## src/design/pdp8_instruction_step_unit_defines.svh

```systemverilog
// Assertion macros for the PDP-8 instruction step unit.
// No dependencies; included by the files that carry assertions.
`ifndef PDP8_INSTRUCTION_STEP_UNIT_DEFINES_SVH
`define PDP8_INSTRUCTION_STEP_UNIT_DEFINES_SVH

// Check a consequence in the same cycle as its trigger.
`define PDP8S_ASSERT_SAME(label, ck, rs, ante, cons, msg) \
  label: assert property (@(posedge ck) disable iff (rs) (ante) |-> (cons)) \
    else $error(msg);

// Check a consequence in the cycle after its trigger.
`define PDP8S_ASSERT_NEXT(label, ck, rs, ante, cons, msg) \
  label: assert property (@(posedge ck) disable iff (rs) (ante) |=> (cons)) \
    else $error(msg);

`endif

```

## src/design/pdp8s_pkg.sv

```systemverilog
// Shared types and constants for the PDP-8 instruction step unit.
// No dependencies; imported by every module of the block.
package pdp8s_pkg;

  localparam int MEM_WORDS_DEF = 4096;
  localparam int WORD_W        = 12;
  localparam int CYC_W         = 48;

  typedef logic [WORD_W-1:0] word_t;
  typedef logic [CYC_W-1:0]  cyc_t;

  localparam cyc_t CYC_MAX = '1;

  // Item commands
  localparam logic [1:0] CMD_LOAD  = 2'd0;
  localparam logic [1:0] CMD_SETPC = 2'd1;
  localparam logic [1:0] CMD_EXEC  = 2'd2;

  // Major opcodes, instruction bits 11:9
  typedef enum logic [2:0] {
    OP_AND, OP_TAD, OP_ISZ, OP_DCA, OP_JMS, OP_JMP, OP_IOT, OP_OPR
  } opcode_t;

  // IOT device codes, instruction bits 8:3
  localparam logic [5:0] DEV_KBD = 6'd3;
  localparam logic [5:0] DEV_TTY = 6'd4;

  // Memory reference bit positions
  localparam int IR_IND  = 8;
  localparam int IR_PAGE = 7;

  // Operate bit positions (group select, group 1, group 2)
  localparam int IR_GRP2 = 8;
  localparam int IR_CLA  = 7;
  localparam int IR_CLL  = 6;
  localparam int IR_CMA  = 5;
  localparam int IR_CML  = 4;
  localparam int IR_RAR  = 3;
  localparam int IR_RAL  = 2;
  localparam int IR_TWO  = 1;
  localparam int IR_IAC  = 0;
  localparam int IR_SMA  = 6;
  localparam int IR_SZA  = 5;
  localparam int IR_SNL  = 4;
  localparam int IR_RSS  = 3;
  localparam int IR_HLT  = 1;
  localparam int IR_HLT0 = 0;

  // Result of an operate instruction
  typedef struct packed {
    word_t      acc;
    logic       lnk;
    logic       halt;
    logic [1:0] pc_step;
  } opr_res_t;

endpackage

```

## src/design/pdp8s_opr.sv

```systemverilog
// Operate instruction unit: group 1 and group 2 microcoded operations.
// Depends on pdp8s_pkg for bit positions and the result struct.
module pdp8s_opr (
  input  pdp8s_pkg::word_t    ir,
  input  pdp8s_pkg::word_t    acc,
  input  logic                lnk,
  output pdp8s_pkg::opr_res_t res
);
  import pdp8s_pkg::*;

  always_comb begin
    logic [WORD_W:0] v;
    logic [WORD_W:0] s;
    word_t           a;
    logic            l;
    logic            skip;
    logic            hlt;

    a    = acc;
    l    = lnk;
    v    = '0;
    s    = '0;
    skip = 1'b0;
    hlt  = 1'b0;
    if (!ir[IR_GRP2]) begin
      // Group 1: clear, complement, increment in sequence
      if (ir[IR_CLA]) a = '0;
      if (ir[IR_CLL]) l = 1'b0;
      if (ir[IR_CMA]) a = ~a;
      if (ir[IR_CML]) l = ~l;
      if (ir[IR_IAC]) begin
        s = {1'b0, a} + 13'd1;
        l = l ^ s[WORD_W];
        a = s[WORD_W-1:0];
      end
      hlt = ir[IR_RAR] & ir[IR_RAL];
      // Rotate link and accumulator as one 13-bit ring
      v = {l, a};
      if (!hlt) begin
        if (ir[IR_RAR]) begin
          v = {v[0], v[WORD_W:1]};
          if (ir[IR_TWO]) v = {v[0], v[WORD_W:1]};
        end else if (ir[IR_RAL]) begin
          v = {v[WORD_W-1:0], v[WORD_W]};
          if (ir[IR_TWO]) v = {v[WORD_W-1:0], v[WORD_W]};
        end
      end
      res.acc     = v[WORD_W-1:0];
      res.lnk     = v[WORD_W];
      res.halt    = hlt;
      res.pc_step = hlt ? 2'd0 : 2'd1;
    end else begin
      // Group 2: skip tests on the old accumulator, then clear
      skip = (ir[IR_SMA] & acc[WORD_W-1]) | (ir[IR_SZA] & (acc == '0)) |
             (ir[IR_SNL] & lnk);
      skip = skip ^ ir[IR_RSS];
      if (ir[IR_CLA]) a = '0;
      hlt = ir[IR_HLT] | ir[IR_HLT0];
      res.acc     = a;
      res.lnk     = l;
      res.halt    = hlt;
      res.pc_step = hlt ? 2'd0 : (skip ? 2'd2 : 2'd1);
    end
  end

endmodule

```

## config.mk

```make
export PLATFORM = sky130hd
export DESIGN_NAME = pdp8s_opr
export DESIGN_NICKNAME = d
export VERILOG_FILES = /design/src/design/pdp8_instruction_step_unit_defines.svh /design/src/design/pdp8s_pkg.sv /design/src/design/pdp8s_opr.sv
export SDC_FILE = /design/constraint.sdc
export NUM_CORES = 1
export LEC_CHECK = 0
export BUFFER_PORTS_ARGS = -buffer_cell sky130_fd_sc_hd__buf_2
export CAP_MARGIN = 0
export CORE_MARGIN = 4
export CORE_UTILIZATION = 55
export DETAILED_ROUTE_END_ITERATION = 7
export GPL_ROUTABILITY_DRIVEN = 0
export PLACE_DENSITY = 0.83
export SYNTH_ARGS = -nofsm -noshare
export SYNTH_HDL_FRONTEND = slang
export SYNTH_SLANG_ARGS = --single-unit
```

## constraint.sdc

```tcl
create_clock -name vclk -period 4.8
set_clock_uncertainty 0.15 [all_clocks]
set_input_delay 0.96 -clock vclk [all_inputs]
set_output_delay 0.96 -clock vclk [all_outputs]
set_load 0.01 [all_outputs]
```

==> run_results.csv <==
group,metric,value,unit
status,status,"completed",
global_routing,grt_max_degree,32,
global_routing,gr-total-overflow,0,
floorplan,start_util,57.5,%
placed_design,hpwl,3700,microns
worst_setup_path,crit_chain,"buf_2 -> nor2b_1 -> xnor2_1 -> ha_1 -> and3_1 -> a2bb2oi_1 -> a21oi_1 -> xnor2_1 -> nor3_1 -> a221o_1 -> a221o_1 -> buf_2",
layout,clkbuf_count,0,
min_path,holdPathEnd,"res[3]",
layout,fin_nets,300,
placed_design,port_buffers,38,
timing,period_share,95.7,%
floorplan,fp.dieH,61.5,microns
floorplan,core_area,2730,sq um
min_path,hold_start,"lnk",
worst_setup_path,critPathMaxFanout,5,
power,powerDensity,117,nW/um^2
power,ir_worst_vdd,0.0000689,V
route,dr.pass1.iters,5,
logic_synthesis,syn_area_per_cell,6.34,sq um
layout,diodes,0,
timing,worst_slew_pin_slew,0.581,ns
logic_synthesis,synth.most_common_cell,"nand2_1",
route,ant_nets,0,
global_routing,grt_pass1_wl,7890,microns
timing,min_period,4.59,ns
worst_setup_path,crit_required,3.69,ns
layout,layout-drive-gt1-share,21.3,%
layout,seq_cells,0,
placed_design,dpl.cell_count,303,
clock_tree,postCtsHoldBufs,0,
timing,maxSlewViolCount,0,
worst_setup_path,end_kind,"output pin",
global_routing,grt_pass1_vias,1723,
floorplan,ios,41,
route,dr_total_vias,2035,
route,drc,0,
timing,setup_violations,0,
timing,fmax,218,MHz
worst_setup_path,crit_buf_inv,2,
worst_setup_path,critPathKind,"in2out",
logic_synthesis,yosys_warnings,0,
floorplan,rows,19,
route,wirelength,4850,microns
min_path,holdPathStages,4,
worst_setup_path,crit_path_start_kind,"input pin",
layout,seq_area,0,sq um
global_routing,antenna_found_initial,0,
route,vias_per_cell,6.72,
logic_synthesis,synthesis.nets,274,
clock_tree,cts_resized,0,
flow_run,maxCapViolCount,0,
worst_setup_path,cp_slowest_cell,"xnor2_1",
floorplan,die-area,3780,sq um
power,p_leak,0.660,nW
clock_tree,cts_setup_buffers,0,
logic_synthesis,syn_inst,248,
layout,num-fill-cells,263,
layout,fin_cells,303,
logic_synthesis,synth_top_area_share,10.0,%
logic_synthesis,synthTopCellsByCount,"nand2_1, nor2_1, a21oi_1",
timing,rsz0062_at_grt,"false",
worst_setup_path,arrival,3.48,ns
timing,final_hold_viol_count,0,
worst_setup_path,slowest_delay,0.42,ns
floorplan,fp.dieW,61.5,microns
timing,fin_setup_tns,0,ns
min_path,min_path_type,"in2out",
logic_synthesis,synth_top_cell_by_area,"xnor2_1",
logic_synthesis,synth_seq_area_share,0,%
logic_synthesis,synthTopCellsByArea,"xnor2_1, a21oi_1, nand2_1",
timing,relSlewSlack,61.0,%
route,drt_iter0_markers,182,
layout,multi_input_area,1440,sq um
layout,area_growth,11.2,%
route,wl_per_cell,16.0,microns
worst_setup_path,path_delay_family,"compound AO/OA/AOI/OAI gates",
logic_synthesis,ys_types,66,
global_routing,grt_use_total,26.5,%
logic_synthesis,synth.cell_area,1570,sq um
[power by group]
| group | leakage [nW] | internal (mW) | total, mW | switching, mW |
|---|---|---|---|---|
| logic | 0.660 | 0.0838 | 0.205 | 0.121 |
| clock network | 0 | 0 | 0 | 0 |
| registers | 0 | 0 | 0 | 0 |
| total | 0.660 | 0.0838 | 0.205 | 0.121 |
[worst max path at each step]
| stage | from | depth (start not counted) | endpoint | slack [ns] |
|---|---|---|---|---|
| 5_1_grt | acc[0] | 12 | res[13] | 0.05 |
| 6_report | acc[0] | 12 | res[13] | 0.21 |
| 4_1_cts | ir[5] | 11 | res[11] | 0.29 |
| 2_1_floorplan | ir[5] | 11 | res[11] | 0.47 |
| 3_3_place_gp | ir[5] | 11 | res[11] | 0.36 |
| 3_5_place_dp | ir[5] | 11 | res[11] | 0.30 |
[layout make-up]
type | count | share of cell area [%]
inverter | 9 | 1.93
timing repair buffer | 44 | 13.4
tap | 31 | 2.22
multi-input combinational | 219 | 82.4
[metrics by stage]
| step | utilization, % | setup WS (ns) | power, mW | cell area, sq um | hold WS, ns |
|---|---|---|---|---|---|
| 2_1_floorplan | - | 0.467 | 0.144 | 1570 | 1.92 |
| 3_3_place_gp | 64.0 | 0.358 | 0.197 | 1750 | 2.11 |
| 3_5_place_dp | 64.0 | 0.296 | 0.201 | 1750 | 2.11 |
| 4_1_cts | 64.0 | 0.291 | 0.202 | 1750 | 2.11 |
| 5_1_grt | 64.0 | 0.0484 | 0.225 | 1750 | 2.15 |
| 6_report | 64.0 | 0.208 | 0.205 | 1750 | 2.11 |
[per-layer routing]
| metal | track usage (%) | vias up | part of all wire [%] |
|---|---|---|---|
| met4 | 10.3 | 0 | 2.9 |
| met2 | 41.1 | 138 | 47 |
| met3 | 0.419 | 14 | 8.9 |
| li1 | - | 975 | - |
| met1 | 38.8 | 908 | 42 |
| met5 | 0 | - | 0 |
[placed cells by master, fill, tap and decap left out, types with 2 or more instances in the layout]
| cell | instances |
|---|---|
| a211o_1 | 3 |
| a211oi_1 | 3 |
| a211oi_2 | 2 |
| a21oi_1 | 21 |
| a221o_1 | 2 |
| a22oi_1 | 4 |
| a2bb2oi_1 | 2 |
| a31oi_1 | 4 |
| a32oi_1 | 2 |
| and2_1 | 4 |
| and3_1 | 2 |
| buf_2 | 38 |
| buf_4 | 6 |
| inv_1 | 7 |
| mux2_2 | 2 |
| mux2i_1 | 2 |
| nand2_1 | 24 |
| nand2b_1 | 2 |
| nand3_1 | 6 |
| nand3b_1 | 3 |
| nand4_1 | 3 |
| nor2_1 | 22 |
| nor2b_1 | 14 |
| nor3_1 | 12 |
| nor4_1 | 3 |
| o211ai_1 | 3 |
| o21a_1 | 2 |
| o21ai_0 | 10 |
| o21ai_1 | 4 |
| o21bai_1 | 3 |
| o221ai_1 | 3 |
| o22ai_1 | 2 |
| o41ai_1 | 2 |
| or2_1 | 2 |
| or3_1 | 3 |
| xnor2_1 | 18 |
[cell families after synthesis]
logic type,after synthesis,share of synthesized area (%)
AND/OR/NAND/NOR,107,36.4
multiplexers,5,3.42
adder cells (fa/ha/maj),1,0.795
buffers and inverters,29,8.35
XOR/XNOR,19,11.5
AO/OA/AOI/OAI,87,39.6
No activity file was read; power rests on OpenSTA's default activity.
